[src/rtl/crs_pkg.sv]
// Shared types, widths and codes of the Catmull-Rom spline evaluator.
`timescale 1ns / 1ps
`default_nettype none

package crs_pkg;

  localparam int MAX_POINTS_DEF = 256;

  localparam int PFB = 16;
  localparam int POS_W = 24;
  localparam int IDX_W = 8;
  localparam int COORD_W = 32;
  localparam int COUNT_W = 9;
  localparam int F2_W = 2 * PFB;
  localparam int F3_W = 3 * PFB;

  localparam int WEIGHT_FRAC = 28;
  localparam int WEIGHT_W = 32;
  localparam int NUM_W = 3 * PFB + 6;
  localparam int PROD_W = COORD_W + WEIGHT_W;
  localparam int POS_SHIFT = 3 * PFB - WEIGHT_FRAC;
  localparam int TAN_SHIFT = 2 * PFB - WEIGHT_FRAC;
  localparam int SUM_SHIFT = WEIGHT_FRAC + 1;

  localparam int ADDR_W = 3;
  localparam int REG_W = ADDR_W - 2;
  localparam logic [REG_W-1:0] REG_LOOPED = 1'd0;
  localparam logic [REG_W-1:0] REG_COUNT = 1'd1;
  localparam logic [COUNT_W-1:0] COUNT_RESET = 9'd4;

  localparam logic [1:0] OP_WRITE = 2'd0;
  localparam logic [1:0] OP_POSITION = 2'd1;
  localparam logic [1:0] OP_TANGENT = 2'd2;

  localparam logic [1:0] ST_OK = 2'd0;
  localparam logic [1:0] ST_RANGE = 2'd1;
  localparam logic [1:0] ST_SAT = 2'd2;

  typedef logic signed [COORD_W-1:0] coord_t;
  typedef logic signed [WEIGHT_W-1:0] wval_t;

  typedef struct packed {
    logic [1:0] operation;
    logic [IDX_W-1:0] point_index;
    coord_t point_x;
    coord_t point_y;
    coord_t point_z;
    logic [POS_W-1:0] position;
  } cmd_t;

  typedef struct packed {
    coord_t result_x;
    coord_t result_y;
    coord_t result_z;
    logic [1:0] status;
  } res_t;

  typedef struct packed {
    coord_t x;
    coord_t y;
    coord_t z;
  } point_t;

  typedef struct packed {
    logic eval;
    logic tangent;
    logic [1:0] status;
  } ctl_t;

  typedef struct packed {
    ctl_t ctl;
    logic [PFB-1:0] f;
    logic [F2_W-1:0] f2;
    logic [F3_W-1:0] f3;
    point_t [3:0] pts;
  } fch_t;

  typedef struct packed {
    ctl_t ctl;
    wval_t [3:0] w;
    point_t [3:0] pts;
  } wgt_t;

endpackage

`default_nettype wire

[src/rtl/crs_weight.sv]
// Basis numerator stage and rounded weight stage.
`timescale 1ns / 1ps
`default_nettype none

module crs_weight
  import crs_pkg::*;
(
  input wire logic clk,
  input wire logic rst,
  input wire logic fch_valid,
  output logic fch_ready,
  input wire fch_t fch,
  output logic wgt_valid,
  input wire logic wgt_ready,
  output wgt_t wgt
);

  localparam logic signed [NUM_W-1:0] S_SQ = NUM_W'(1) << (2 * PFB);
  localparam logic signed [NUM_W-1:0] S_CUBE2 = NUM_W'(1) << (3 * PFB + 1);
  localparam logic signed [NUM_W-1:0] POS_HALF = NUM_W'(1) << (POS_SHIFT - 1);
  localparam logic signed [NUM_W-1:0] TAN_HALF = NUM_W'(1) << (TAN_SHIFT - 1);

  logic signed [NUM_W-1:0] f1s;
  logic signed [NUM_W-1:0] f2s;
  logic signed [NUM_W-1:0] f3s;
  logic signed [NUM_W-1:0] num_next [4];
  logic signed [NUM_W-1:0] wide [4];

  logic vc;
  logic vd;
  logic load_c;
  logic load_d;
  ctl_t ctl_c;
  point_t [3:0] pts_c;
  logic signed [NUM_W-1:0] num_c [4];
  ctl_t ctl_d;
  point_t [3:0] pts_d;
  wval_t [3:0] w_d;

  always_comb begin
    f1s = NUM_W'(fch.f);
    f2s = NUM_W'(fch.f2);
    f3s = NUM_W'(fch.f3);
    if (fch.ctl.tangent) begin
      num_next[0] = (f1s <<< (PFB + 2)) - ((f2s <<< 1) + f2s) - S_SQ;
      num_next[1] = ((f2s <<< 3) + f2s) - ((f1s <<< (PFB + 3)) + (f1s <<< (PFB + 1)));
      num_next[2] = (f1s <<< (PFB + 3)) + S_SQ - ((f2s <<< 3) + f2s);
      num_next[3] = ((f2s <<< 1) + f2s) - (f1s <<< (PFB + 1));
    end else begin
      num_next[0] = (f2s <<< (PFB + 1)) - f3s - (f1s <<< (2 * PFB));
      num_next[1] = ((f3s <<< 1) + f3s) - ((f2s <<< (PFB + 2)) + (f2s <<< PFB)) + S_CUBE2;
      num_next[2] = (f2s <<< (PFB + 2)) + (f1s <<< (2 * PFB)) - ((f3s <<< 1) + f3s);
      num_next[3] = f3s - (f2s <<< PFB);
    end
  end

  always_comb begin
    for (int k = 0; k < 4; k++) begin
      if (ctl_c.tangent) begin
        wide[k] = (num_c[k] + TAN_HALF) >>> TAN_SHIFT;
      end else begin
        wide[k] = (num_c[k] + POS_HALF) >>> POS_SHIFT;
      end
    end
  end

  assign load_d = !vd || wgt_ready;
  assign load_c = !vc || load_d;
  assign fch_ready = load_c;

  always_ff @(posedge clk) begin
    if (rst) begin
      vc <= 1'b0;
      vd <= 1'b0;
    end else begin
      if (load_c) begin
        vc <= fch_valid;
      end
      if (load_d) begin
        vd <= vc;
      end
    end
  end

  always_ff @(posedge clk) begin
    if (load_c) begin
      ctl_c <= fch.ctl;
      pts_c <= fch.pts;
      for (int k = 0; k < 4; k++) begin
        num_c[k] <= num_next[k];
      end
    end
    if (load_d) begin
      ctl_d <= ctl_c;
      pts_d <= pts_c;
      for (int k = 0; k < 4; k++) begin
        w_d[k] <= wide[k][WEIGHT_W-1:0];
      end
    end
  end

  assign wgt_valid = vd;
  assign wgt.ctl = ctl_d;
  assign wgt.w = w_d;
  assign wgt.pts = pts_d;

endmodule

`default_nettype wire

[config.mk]
export PLATFORM = sky130hd
export DESIGN_NAME = crs_weight
export DESIGN_NICKNAME = d
export VERILOG_FILES = /design/src/rtl/crs_pkg.sv /design/src/rtl/crs_weight.sv
export SDC_FILE = /design/constraint.sdc
export NUM_CORES = 2
export LEC_CHECK = 0
export BUFFER_PORTS_ARGS = -buffer_cell sky130_fd_sc_hd__buf_2
export CAP_MARGIN = 20
export CORE_UTILIZATION = 41
export DETAILED_ROUTE_END_ITERATION = 6
export PLACE_DENSITY = 0.68
export SLEW_MARGIN = 25
export SYNTH_ARGS = -nofsm -noshare
export SYNTH_HDL_FRONTEND = slang
export SYNTH_SLANG_ARGS = --single-unit
[constraint.sdc]
create_clock -name clk -period 23.3 [get_ports clk]
set_input_delay 4.66 -clock clk [delete_from_list [all_inputs] [get_ports clk]]
set_output_delay 4.66 -clock clk [all_outputs]
set_load 0.05 [all_outputs]
==> results.ini <==
[global_route]
grt_overflow_total = 0
grt_pass1_wl_um = 350000
antenna_found_initial = 51
grt_usage = 0.336
grt_max_degree = 176
grt_pass1_vias = 44800

[floorplan]
row_count = 140
die-area_mm2 = 0.150
die_w_um = 387
pin_count = 1006
die_h_um = 387
start_util = 0.415
coreArea_mm2 = 0.146

[clock_network]
clockBufferDepth = 3
ctsResizeCount = 0
cts_buffers = 117
path_clk_slew_ps = 60
post_cts_buffers = 0
cts_max_level = 3
cts_hold_buf = 0
cts_sinks = 1099
clk_latency_ps = 780
cts_tree = done
cts_root_buf = clkbuf_16

[placement]
place_area_mm2 = 0.0682
dp_hpwl_um = 210000
io_buffers = 1005
gp_congestion = 1.06

[pwr]
power-per-cell-area_mw_per_mm2 = 105
power_w = 0.00757
leakage_nw = 30.5
vdd_drop_max_mv = 0.0789

[synthesis]
muxShareOfSynthArea = 0.0168
synth_fa_ha_area_frac = 0.110
synth_edf_count = 1097
synth_flop_cell = edfxtp_1
avgSynthCellArea_um2 = 11.9
syn_inst = 5117
synth_top_family_by_area = compound AO/OA/AOI/OAI gates
yosysUniqueCellTypes = 98
ys_seq_elements = 1099
synth_compound_area_frac = 0.134
yosys_warnings = 0
synth-simple-area-share = 0.0987
seq_area_frac_synth = 0.542
yosys.area_share.xor_xnor = 0.0742
netlist_area_mm2 = 0.0608
synth_nets = 6123
async_reset_ff_frac = 0

[critical_path]
cp_data_arrival_time_ps = 11340
critPathKind = in2reg
startpoint_type = input pin
required_ps = 23720
rr_worst_depth = 16
path_max_fanout = 7
cp-end-kind = flip-flop

[detailed_routing]
first_pass_iters = 6
drtIter0Drc = 4688
wl_um = 260000
ant_nets = 0
avgRoutedWirePerCell_um = 31.7
remaining_drc_errors = 0
viasPerCell = 5.84
vias = 47900

[timing]
fin_tns_setup_ps = 0
maxSlewHeadroom = 0.193
setup_violations = 0
min_period_ps = 10930
worstMarginPinSlew_ps = 1210
skew_ps = 84.9
post-route-period-util = 0.469
rsz0062_at_grt = false
max_clock_freq_mhz = 91.5
holdWs_ps = 360
drv_slew = 0
hold_viol_final = 0

[job]
maxCapViolations = 0

[worst_hold_path]
holdCritPathClass = reg2reg
min_path_cells = 0

[finish]
stdcell_area_mm2 = 0.0722
drive_gt1_frac = 0.210
area_growth_pct = 18.7
final_util = 0.493
fin_nets = 7179

[status]
outcome = finished clean

[metrics by stage]
step                instances  setup slack (ps)
finish                   8208             12370
global placement         7971             11920
global route             8192             12050
floorplan                5117              1490
detailed placement       7971             11750
CTS                      8188             12460
[worst max-delay path: stages]
cell and delay, ps:
buf_2 120, ha_1 170, inv_1 50, fa_1 390
nand2b_1 180, a21oi_1 240, o21ai_0 260, a21o_1 280
o31a_1 310, nor4_1 450, o21ai_0 340, a21oi_1 420
nor2_1 110, o21ai_0 380, a21oi_1 190, xnor2_1 390
ha_1 320, ha_1 400, a21o_1 230, a31oi_1 140
o21ai_0 190, a311oi_1 580, nor4_1 110, a221oi_1 270
o21ai_0 120
[registers in the layout, summed over array words and instances, names as in the netlist]
name	cells
num_c	193
vc	1
pts_c	384
ctl_c	4
wgt_valid	1
wgt	516
[worst paths after layout]
kind | startpoint | end | slack (ps)
setup / recovery | fch[384] | num_c[1][50]$_DFFE_PP_ | 12370
setup reg to reg | ctl_c[2]$_DFFE_PP_ | wgt[511]$_DFFE_PP_ | 17960
hold reg to reg | pts_c[4]$_DFFE_PP_ | wgt[4]$_DFFE_PP_ | 360
hold / removal | pts_c[4]$_DFFE_PP_ | wgt[4]$_DFFE_PP_ | 360
[layout by cell type (no fill, tap or decap), types with 23 or more instances in the layout]
cell / synthesis / layout
buf_4: 3 / 25
and2_1: 41 / 41
o21ai_0: 282 / 282
xnor2_1: 283 / 283
nor2_1: 299 / 299
buf_2: 21 / 1004
o21a_1: 55 / 55
nor2b_1: 79 / 79
o21bai_1: 53 / 53
edfxtp_1: 1097 / 1097
clkbuf_16: 0 / 117
a211oi_1: 46 / 46
nand2b_1: 49 / 49
a21o_1: 158 / 158
o31ai_1: 37 / 37
nand3b_1: 24 / 24
inv_1: 287 / 286
nor3_1: 79 / 79
a31oi_1: 37 / 37
nand2_1: 339 / 338
a21oi_1: 390 / 390
mux2i_1: 90 / 90
xor2_1: 232 / 232
nand3_1: 132 / 132
or2_2: 23 / 23
and3_1: 39 / 39
or3_1: 38 / 38
ha_1: 493 / 493
nand4_1: 27 / 27
fa_1: 25 / 25
[kinds of logic after synthesis]
kind of cell / count (synthesis)
AO/OA/AOI/OAI: 1268
AND/OR/NAND/NOR: 1228
flip-flops: 1099
adder cells (fa/ha/maj): 518
XOR/XNOR: 515
buffers and inverters: 388
multiplexers: 101
[cell type report]
class                   count  area (um^2)
fillers                 13200        74200
flip-flops and latches   1099        33000
multi-input cells        3630        26400
repair buffers           1036         5340
clock buffers             132         2980
well taps                1917         2400
inverters                 289         1090
clock inverters            85         1010
diodes                     20         50.0
[Yosys cell counts (all sizes together) (23+ instances only)]
library cell	count	share of area
edfxtp	1097	0.54
ha	493	0.10
a21oi	392	0.032
nand2	339	0.021
o21ai	303	0.026
nor2	299	0.018
inv	287	0.018
xnor2	283	0.041
xor2	232	0.033
a21o	158	0.019
nand3	133	0.011
mux2i	90	0.015
nor3	80	0.0067
nor2b	79	0.0081
clkbuf	66	0.0041
o21a	55	0.0068
o21bai	53	0.0065
nand2b	49	0.0050
a211oi	48	0.0061
and2	41	0.0042
and3	39	0.0040
o31ai	38	0.0049
or3	38	0.0039
a31oi	37	0.0038
buf	33	0.0028
nand4	28	0.0030
fa	25	0.0082
nand3b	24	0.0030
or2	24	0.0025
o211ai	23	0.0029
[where the power goes]
part | switching (W) | internal, W | leakage (nW)
clock | 0.000843 | 0.00110 | 1.90
combinational | 0.00191 | 0.000863 | 17.1
sequential | 0.000299 | 0.00256 | 11.6
[routing by layer]
metal,vias to the layer above,global-route usage,share of wire
met5,-,0,0.00062
met4,24,0.139,0.045
met2,2399,0.513,0.44
li1,21200,-,-
met3,415,0.0808,0.099
met1,23900,0.458,0.41
(Power assumes the default switching activity.)
